**config.mk**
```make
export PLATFORM = sky130hd
export DESIGN_NAME = fcce_regs
export DESIGN_NICKNAME = d
export VERILOG_FILES = /design/src/sv/fcce_pkg.sv /design/src/sv/fcce_regs.sv
export SDC_FILE = /design/constraint.sdc
export NUM_CORES = 1
export LEC_CHECK = 0
export ABC_AREA = 1
export BUFFER_PORTS_ARGS = -buffer_cell sky130_fd_sc_hd__buf_4
export CAP_MARGIN = 20
export CORE_MARGIN = 1.5
export CORE_UTILIZATION = 45
export DETAILED_ROUTE_END_ITERATION = 8
export GPL_TIMING_DRIVEN = 0
export PLACE_DENSITY = 0.79
export SETUP_SLACK_MARGIN = 0.02
export SLEW_MARGIN = 10
export SYNTH_ARGS = -nofsm -noshare
export SYNTH_HDL_FRONTEND = slang
export SYNTH_SLANG_ARGS = --single-unit
```
**constraint.sdc**
```tcl
create_clock -name clk_i -period 1 [get_ports clk_i]
set_clock_uncertainty 0.2 [all_clocks]
set_input_delay 0.1 -clock clk_i [delete_from_list [all_inputs] [get_ports clk_i]]
set_output_delay 0.1 -clock clk_i [all_outputs]
set_load 0.03 [all_outputs]
```
**src/sv/fcce_pkg.sv**
```systemverilog
`timescale 1ns / 1ps

package fcce_pkg;

  localparam int unsigned TableDepthDefault = 16384;
  localparam int unsigned ApbAddrW          = 4;

  localparam logic [14:0] EntriesReset = 15'd16384;
  localparam logic [7:0]  SpcReset     = 8'd8;
  localparam logic [31:0] BaseReset    = 32'h0000_0000;

  localparam logic [31:0] ChainEndMin      = 32'h0fff_fff8;
  localparam logic [31:0] FreeWord         = 32'h0000_0000;
  localparam logic [32:0] FirstDataCluster = 33'd2;

  localparam logic [1:0] REG_ENTRIES = 2'd0;
  localparam logic [1:0] REG_SPC     = 2'd1;
  localparam logic [1:0] REG_BASE    = 2'd2;

  typedef enum logic [1:0] {
    FUNC_WRITE,
    FUNC_READ,
    FUNC_WALK,
    FUNC_FREE
  } func_e;

  typedef enum logic [1:0] {
    ST_OK,
    ST_RANGE,
    ST_NULL,
    ST_NOFREE
  } status_e;

  typedef struct packed {
    func_e       func;
    logic [27:0] cluster;
    logic [31:0] entry_value;
  } cmd_t;

  typedef struct packed {
    status_e     status;
    logic [31:0] link_value;
    logic [14:0] span_clusters;
    logic [32:0] span_lba;
    logic [21:0] span_sectors;
    logic        end_of_chain;
    logic [13:0] free_cluster;
  } res_t;

  typedef struct packed {
    logic [14:0] entries_in_use;
    logic [7:0]  clus_sectors;
    logic [31:0] data_region_lba;
  } cfg_t;

endpackage

```
**src/sv/fcce_regs.sv**
```systemverilog
`timescale 1ns / 1ps

module fcce_regs (
  input  logic                           clk_i,
  input  logic                           rst_ni,
  input  logic                           psel,
  input  logic                           penable,
  input  logic                           pwrite,
  input  logic [fcce_pkg::ApbAddrW-1:0]  paddr,
  input  logic [31:0]                    pwdata,
  output logic [31:0]                    prdata,
  output logic                           pready,
  output fcce_pkg::cfg_t                 cfg_o
);

  import fcce_pkg::*;

  logic [14:0] entries_q, entries_d;
  logic [7:0]  spc_q, spc_d;
  logic [31:0] base_q, base_d;
  logic        wr_en;
  logic [1:0]  reg_idx;

  assign pready  = 1'b1;
  assign wr_en   = psel && penable && pwrite && pready;
  assign reg_idx = paddr[3:2];

  always_comb begin
    entries_d = entries_q;
    spc_d     = spc_q;
    base_d    = base_q;
    if (wr_en) begin
      unique case (reg_idx)
        REG_ENTRIES: entries_d = pwdata[14:0];
        REG_SPC:     spc_d     = pwdata[7:0];
        REG_BASE:    base_d    = pwdata;
        default:     ;
      endcase
    end
  end

  always_comb begin
    unique case (reg_idx)
      REG_ENTRIES: prdata = {17'd0, entries_q};
      REG_SPC:     prdata = {24'd0, spc_q};
      REG_BASE:    prdata = base_q;
      default:     prdata = '0;
    endcase
  end

  always_ff @(posedge clk_i or negedge rst_ni) begin
    if (!rst_ni) begin
      entries_q <= EntriesReset;
      spc_q     <= SpcReset;
      base_q    <= BaseReset;
    end else begin
      entries_q <= entries_d;
      spc_q     <= spc_d;
      base_q    <= base_d;
    end
  end

  assign cfg_o.entries_in_use  = entries_q;
  assign cfg_o.clus_sectors    = spc_q;
  assign cfg_o.data_region_lba = base_q;

endmodule

```
==> results of run 1 <==
## what timing repair did
action / 4_1_cts
hold buffers: 32
pin swaps: 25
setup endpoints to repair: 105
resized for setup: 101
gates cloned: 1
buffers inserted: 18
hold endpoints to repair: 108
## cells by family after synthesis
family                 count (synthesis)  share of synthesized area [%]
AND/OR/NAND/NOR                      248                           38.5
flip-flops                            55                           54.5
buffers and inverters                 34                           6.87
other                                  1                          0.148
## per-stage QoR
stage	hold WS (ns)	util, %	instances
2_1_floorplan	-0.396	-	338
3_5_place_dp	-0.0128	75.2	535
4_1_cts	-0.347	92.7	594
3_3_place_gp	-0.0150	75.2	535
==> flow_summary.html, run 1 <==
<table>
<tr><th>Metric</th><th>Value</th></tr>
<tr><th colspan="2">Placement</th></tr>
<tr><td>Final HPWL from detailed placement</td><td>5.54 mm</td></tr>
<tr><td>Count of buffers inserted at the top-level ports</td><td>125</td></tr>
<tr><td>Final weighted congestion of routability-driven global placement</td><td>0.789</td></tr>
<tr><td>Placed Area</td><td>0.00412 mm^2</td></tr>
<tr><td>Minimum setup slack after placement</td><td>-0.412 ns</td></tr>
<tr><th colspan="2">Run status</th></tr>
<tr><td>Outcome</td><td>stopped before the end</td></tr>
<tr><td>Stopped at</td><td>global routing</td></tr>
<tr><td>Halt Reason</td><td>[ERROR DPL-0038] Utilization greater than 100%, impossible to legalize</td></tr>
<tr><th colspan="2">Yosys</th></tr>
<tr><td>Most used flip-flop cell after synthesis</td><td>sky130_fd_sc_hd__dfrtp_1</td></tr>
<tr><td>Number of standard cells after synthesis</td><td>338</td></tr>
<tr><td>FF+latch count, synth</td><td>55</td></tr>
<tr><td>Post-synthesis sequential area ratio</td><td>54.5%</td></tr>
<tr><td>Share of flip-flops with an asynchronous set or reset</td><td>100%</td></tr>
<tr><td>Synthesized area per cell</td><td>7.49 um^2</td></tr>
<tr><td>Yosys warning total</td><td>0</td></tr>
<tr><td>Count of distinct cell types in the synthesized netlist</td><td>15</td></tr>
<tr><td>Share of Yosys cell area claimed by the top area cell type</td><td>52.4%</td></tr>
<tr><td>Number of synthesized flops with an enable pin</td><td>0</td></tr>
<tr><td>Leading area contributor after synthesis</td><td>sky130_fd_sc_hd__dfrtp_1</td></tr>
<tr><td>Library cell with the highest instance count after synthesis</td><td>sky130_fd_sc_hd__nand2_1</td></tr>
<tr><td>Post-Syn Area</td><td>0.00253 mm^2</td></tr>
<tr><td>Net count of the mapped netlist</td><td>379</td></tr>
<tr><td>Dominant cells by area after synthesis</td><td>sky130_fd_sc_hd__dfrtp_1 52%, sky130_fd_sc_hd__nand2_1 32%, sky130_fd_sc_hd__inv_1 2.8%</td></tr>
<tr><td>Top cells by instance count after synthesis</td><td>214 x sky130_fd_sc_hd__nand2_1, 53 x sky130_fd_sc_hd__dfrtp_1, 19 x sky130_fd_sc_hd__inv_1</td></tr>
<tr><th colspan="2">STA</th></tr>
<tr><td>Crit. endpoint post-GRT repair</td><td>prdata[14]</td></tr>
<tr><td>Kind of pin the worst path terminates on</td><td>primary output</td></tr>
<tr><th colspan="2">Floorplan</th></tr>
<tr><td>Std cell rows</td><td>27</td></tr>
<tr><td>Horiz. Die Dim</td><td>78 um</td></tr>
<tr><td>Die span in y</td><td>78 um</td></tr>
<tr><td>Effective utilization at floorplan</td><td>46.3%</td></tr>
<tr><td>Top-level I/O count</td><td>129</td></tr>
<tr><th colspan="2">Clocking</th></tr>
<tr><td>CTS H-Tree Depth</td><td>2</td></tr>
<tr><td>Number of sinks driven by the clock tree</td><td>55</td></tr>
<tr><td>Clock tree root buffer cell</td><td>sky130_fd_sc_hd__clkbuf_8</td></tr>
<tr><td>Cts bufs inserted</td><td>5</td></tr>
<tr><td>Number of buffers on the longest clock path</td><td>2</td></tr>
<tr><th colspan="2">GRT</th></tr>
<tr><td>Maximum number of pins on one net before global-route repair</td><td>56</td></tr>
</table>
==> run 2, diff against run 1 <==
Settings changed: CORE_UTILIZATION 45 to 33, PLACE_DENSITY 0.79 to unset, PLACE_DENSITY_LB_ADDON set to 0.15, SETUP_SLACK_MARGIN 0.02 to unset.
==> run 2 against run 1 <==
- synthesized cell count did not move
- area after synthesis did not move
- the flow now finishes, with violations (hold timing, setup timing)
==> flow_summary.html, run 2 <==
<table>
<tr><th>Metric</th><th>Value</th></tr>
<tr><th colspan="2">Yosys</th></tr>
<tr><td>Dominant cells by area after synthesis</td><td>sky130_fd_sc_hd__dfrtp_1 52%, sky130_fd_sc_hd__nand2_1 32%, sky130_fd_sc_hd__inv_1 2.8%</td></tr>
<tr><td>FF+latch count, synth</td><td>55 (unchanged)</td></tr>
<tr><td>Top cells by instance count after synthesis</td><td>214 x sky130_fd_sc_hd__nand2_1, 53 x sky130_fd_sc_hd__dfrtp_1, 19 x sky130_fd_sc_hd__inv_1</td></tr>
<tr><td>Post-Syn Area</td><td>0.00253 mm^2 (unchanged)</td></tr>
<tr><td>Number of standard cells after synthesis</td><td>338 (unchanged)</td></tr>
<tr><td>Share of Yosys cell area claimed by the top area cell type</td><td>52.4% (unchanged)</td></tr>
<tr><td>Synthesized area per cell</td><td>7.49 um^2 (unchanged)</td></tr>
<tr><td>Yosys warning total</td><td>0 (unchanged)</td></tr>
<tr><td>Count of distinct cell types in the synthesized netlist</td><td>15 (unchanged)</td></tr>
<tr><td>Library cell with the highest instance count after synthesis</td><td>sky130_fd_sc_hd__nand2_1</td></tr>
<tr><td>Share of flip-flops with an asynchronous set or reset</td><td>100% (unchanged)</td></tr>
<tr><td>Most used flip-flop cell after synthesis</td><td>sky130_fd_sc_hd__dfrtp_1</td></tr>
<tr><td>Number of synthesized flops with an enable pin</td><td>0 (unchanged)</td></tr>
<tr><td>Net count of the mapped netlist</td><td>379 (unchanged)</td></tr>
<tr><td>Leading area contributor after synthesis</td><td>sky130_fd_sc_hd__dfrtp_1</td></tr>
<tr><td>Post-synthesis sequential area ratio</td><td>54.5% (unchanged)</td></tr>
<tr><th colspan="2">Routing</th></tr>
<tr><td>DR top layer</td><td>met4</td></tr>
<tr><td>Count of TritonRoute iterations in the first routing pass</td><td>4</td></tr>
<tr><td>Routed length on met2</td><td>5.11 mm</td></tr>
<tr><td>Number of vias per cell</td><td>4.57</td></tr>
<tr><td>Number of vias in the routed layout</td><td>2978</td></tr>
<tr><td>Violation count after the first detailed-route iteration</td><td>98</td></tr>
<tr><td>Number of DRC violations after detailed routing</td><td>0</td></tr>
<tr><td>Routed length on met3</td><td>456 um</td></tr>
<tr><td>Drt total wl</td><td>9.66 mm</td></tr>
<tr><td>Post-DR wirelength/cell</td><td>14.8 um</td></tr>
<tr><td>Remaining number of nets flagged by the antenna check after routing</td><td>0</td></tr>
<tr><td>Routed metal-1 wire length</td><td>3.99 mm</td></tr>
<tr><th colspan="2">Power and ir drop</th></tr>
<tr><td>Total power density per cell area</td><td>1730 mW/mm^2</td></tr>
<tr><td>Leakage</td><td>0.00278 uW</td></tr>
<tr><td>IR Drop Worst-Case VDD</td><td>872 uV</td></tr>
<tr><th colspan="2">Layout</th></tr>
<tr><td>Most common cell after layout, fill and taps aside</td><td>sky130_fd_sc_hd__nand2_1</td></tr>
<tr><td>Antenna diodes</td><td>0</td></tr>
<tr><td>Commonest cells after routing, fill and taps aside</td><td>164 x sky130_fd_sc_hd__nand2_1, 123 x sky130_fd_sc_hd__buf_6, 57 x sky130_fd_sc_hd__buf_4</td></tr>
<tr><td>Flip-flop count of the largest register after layout</td><td>32</td></tr>
<tr><td>Fraction of the core area covered by cells at the end of the flow</td><td>74.8%</td></tr>
<tr><td>Area overhead of the layout relative to synthesis</td><td>117%</td></tr>
<tr><td>Total number of nets in the final design</td><td>593</td></tr>
<tr><td>Largest reg by FF count</td><td>base_q</td></tr>
<tr><td>Share of post-route cells with drive strength above 1</td><td>63.5%</td></tr>
<tr><td>Registers with the most flip-flops</td><td>base_q (32), entries_q (15), spc_q (8)</td></tr>
<tr><th colspan="2">Floorplan</th></tr>
<tr><td>Die span in y</td><td>90.6 um (+16%)</td></tr>
<tr><td>Horiz. Die Dim</td><td>90.6 um (+16%)</td></tr>
<tr><td>Core area</td><td>0.00733 mm^2</td></tr>
<tr><td>Top-level I/O count</td><td>129 (unchanged)</td></tr>
<tr><td>Overall die area</td><td>0.00820 mm^2</td></tr>
<tr><td>Effective utilization at floorplan</td><td>34.5% (-12 points)</td></tr>
<tr><td>Std cell rows</td><td>31 (+15%)</td></tr>
<tr><th colspan="2">STA</th></tr>
<tr><td>Setup-violating endpoint count in the final report</td><td>94</td></tr>
<tr><td>Final count of hold timing violations</td><td>53</td></tr>
<tr><td>Highest clock frequency the design can meet</td><td>703 MHz</td></tr>
<tr><td>Final worst slack</td><td>-0.422 ns</td></tr>
<tr><td>Number of pins with negative max-slew slack in the final report</td><td>0</td></tr>
<tr><td>Clock period minus worst slack</td><td>1.42 ns</td></tr>
<tr><td>Normalized max-slew margin</td><td>53.0%</td></tr>
<tr><td>Worst hold slack after final layout</td><td>-0.356 ns</td></tr>
<tr><td>Final period util</td><td>142%</td></tr>
<tr><td>RSZ-0062 raised after global routing</td><td>true</td></tr>
<tr><td>Worst slew pin tran</td><td>0.704 ns</td></tr>
<tr><th colspan="2">Setup path</th></tr>
<tr><td>Req. time, crit path</td><td>0.70 ns</td></tr>
<tr><td>Type of destination of the critical path</td><td>primary output</td></tr>
<tr><td>Minimum setup slack among reg-to-reg paths</td><td>-0.06 ns</td></tr>
<tr><td>Max FO, Critical Path</td><td>3</td></tr>
<tr><td>Worst Setup Path Type</td><td>flop to primary output</td></tr>
<tr><td>Critical Path Source Type</td><td>flop</td></tr>
<tr><td>Capture point of the worst reg-to-reg path</td><td>entries_q[8]</td></tr>
<tr><td>Worst reg-to-reg path cell count</td><td>4</td></tr>
<tr><td>R2r startpoint</td><td>entries_q[8]</td></tr>
<tr><td>Data arrival time of the worst path</td><td>1.12 ns</td></tr>
<tr><th colspan="2">Clocking</th></tr>
<tr><td>Clock Latency Late Sink</td><td>0.30 ns</td></tr>
<tr><td>Number of buffers on the longest clock path</td><td>2 (unchanged)</td></tr>
<tr><td>Number of buffers added to fix hold violations after cts</td><td>32 (unchanged)</td></tr>
<tr><td>Clock-pin slew on the worst setup and hold paths</td><td>0.10 ns</td></tr>
<tr><td>CTS H-Tree Depth</td><td>2 (unchanged)</td></tr>
<tr><td>Number of sinks driven by the clock tree</td><td>55 (unchanged)</td></tr>
<tr><td>Cts bufs inserted</td><td>5 (unchanged)</td></tr>
<tr><td>TritonCTS clock tree</td><td>yes</td></tr>
<tr><td>Clock tree root buffer cell</td><td>sky130_fd_sc_hd__clkbuf_8</td></tr>
<tr><th colspan="2">Placement</th></tr>
<tr><td>Minimum setup slack after placement</td><td>-0.422 ns (-0.0104 ns)</td></tr>
<tr><td>Count of buffers inserted at the top-level ports</td><td>125 (unchanged)</td></tr>
<tr><td>Final HPWL from detailed placement</td><td>5.49 mm (-0.81%)</td></tr>
<tr><td>Final weighted congestion of routability-driven global placement</td><td>0.733 (-7.1%)</td></tr>
<tr><th colspan="2">Run status</th></tr>
<tr><td>Violated checks</td><td>hold timing, setup timing</td></tr>
<tr><td>Outcome</td><td>finished, violations left</td></tr>
<tr><th colspan="2">GRT</th></tr>
<tr><td>Vias in the first global route</td><td>2851</td></tr>
<tr><td>GRT overflow</td><td>0</td></tr>
<tr><td>Overall Global Routing Usage</td><td>21.6%</td></tr>
<tr><td>Maximum number of pins on one net before global-route repair</td><td>56</td></tr>
<tr><td>First-pass GRT wire length</td><td>14.3 mm</td></tr>
<tr><td>Initial antenna violation count</td><td>0</td></tr>
<tr><th colspan="2">Job</th></tr>
<tr><td>Max-cap violations</td><td>0</td></tr>
<tr><th colspan="2">Min path</th></tr>
<tr><td>Classification of the worst-slack hold path</td><td>primary input to asynchronous set/reset pin</td></tr>
</table>
-- run 2: cell counts after synthesis --
Identical to the previous run, type by type.
-- run 2: logic make-up after synthesis --
| group | Yosys count | share of synthesized area [%] |
|---|---|---|
| buffers and inverters | 34 | 6.87 |
| AND/OR/NAND/NOR | 248 | 38.5 |
| other | 1 | 0.148 |
| flip-flops | 55 | 54.5 |
-- run 2: repair_timing --
| action | in CTS | in global routing |
|---|---|---|
| pin swaps | 20 | 20 |
| gates cloned | 0 | 4 |
| gates resized for setup | 109 | 43 |
| setup buffers | 20 | 27 |
| hold endpoints to repair | 108 | 53 |
| endpoints found under the setup margin | 105 | 135 |
-- run 2: per-stage QoR --
| step | std cells | cell area, um^2 | power [uW] | setup TNS [ns] | hold slack (ns) |
|---|---|---|---|---|---|
| floorplan | 338 | 3040 | 5280 | -0.264 | -0.396 |
| global placement | 562 | 4100 | 6560 | -22.33 | 0.00585 |
| detailed placement | 562 | 4100 | 6610 | -23.21 | 0.00483 |
| global route | 652 | 5480 | 9890 | -26.59 | -0.319 |
| CTS | 622 | 5080 | 9020 | -23.02 | -0.330 |
| finish | 652 | 5480 | 9460 | -23.18 | -0.356 |
-- run 2: area by class of cell --
type                            instances  area, um^2
Timing Repair Buffer                  206        2100
Fill cell                             501        1850
Multi-Input combinational cell        250        1450
Sequential cell                        55        1440
Buffer                                 12         149
Tap cell                               99         124
Inverter                               22         100
Clock buffer                            6        82.6
Clock inverter                          2        35.0
-- run 2: worst max path at each step --
| stage | start | end | slack [ns] | cells past startpoint |
|---|---|---|---|---|
| floorplan | spc_q[3] | prdata[3] | -0.11 | 2 |
| global placement | paddr[3] | prdata[12] | -0.41 | 6 |
| detailed placement | paddr[3] | prdata[12] | -0.42 | 6 |
| CTS | spc_q[3] | prdata[3] | -0.44 | 3 |
| global route | spc_q[3] | prdata[3] | -0.47 | 3 |
| finish | spc_q[3] | prdata[3] | -0.42 | 3 |
-- run 2: critical path: stages, from the launching register on --
cell and delay [ns]:
sky130_fd_sc_hd__dfstp_2 0.57, sky130_fd_sc_hd__nand2_2 0.06, sky130_fd_sc_hd__nand3_4 0.06, sky130_fd_sc_hd__buf_6 0.13
-- run 2: where the power goes --
group,internal [uW],switching (uW),total [uW]
Combinational,2190,2410,4600
Clock,812,731,1540
Sequential,2770,548,3320
Total,5770,3690,9460
-- run 2: layer usage --
metal | track usage, % | up-vias
met5 | 0 | -
met4 | 5.69 | 0
met3 | 3.03 | 8
met2 | 37.8 | 104
met1 | 28.0 | 1434
li1 | - | 1432
Note: power is estimated with default switching activity, not from simulation.
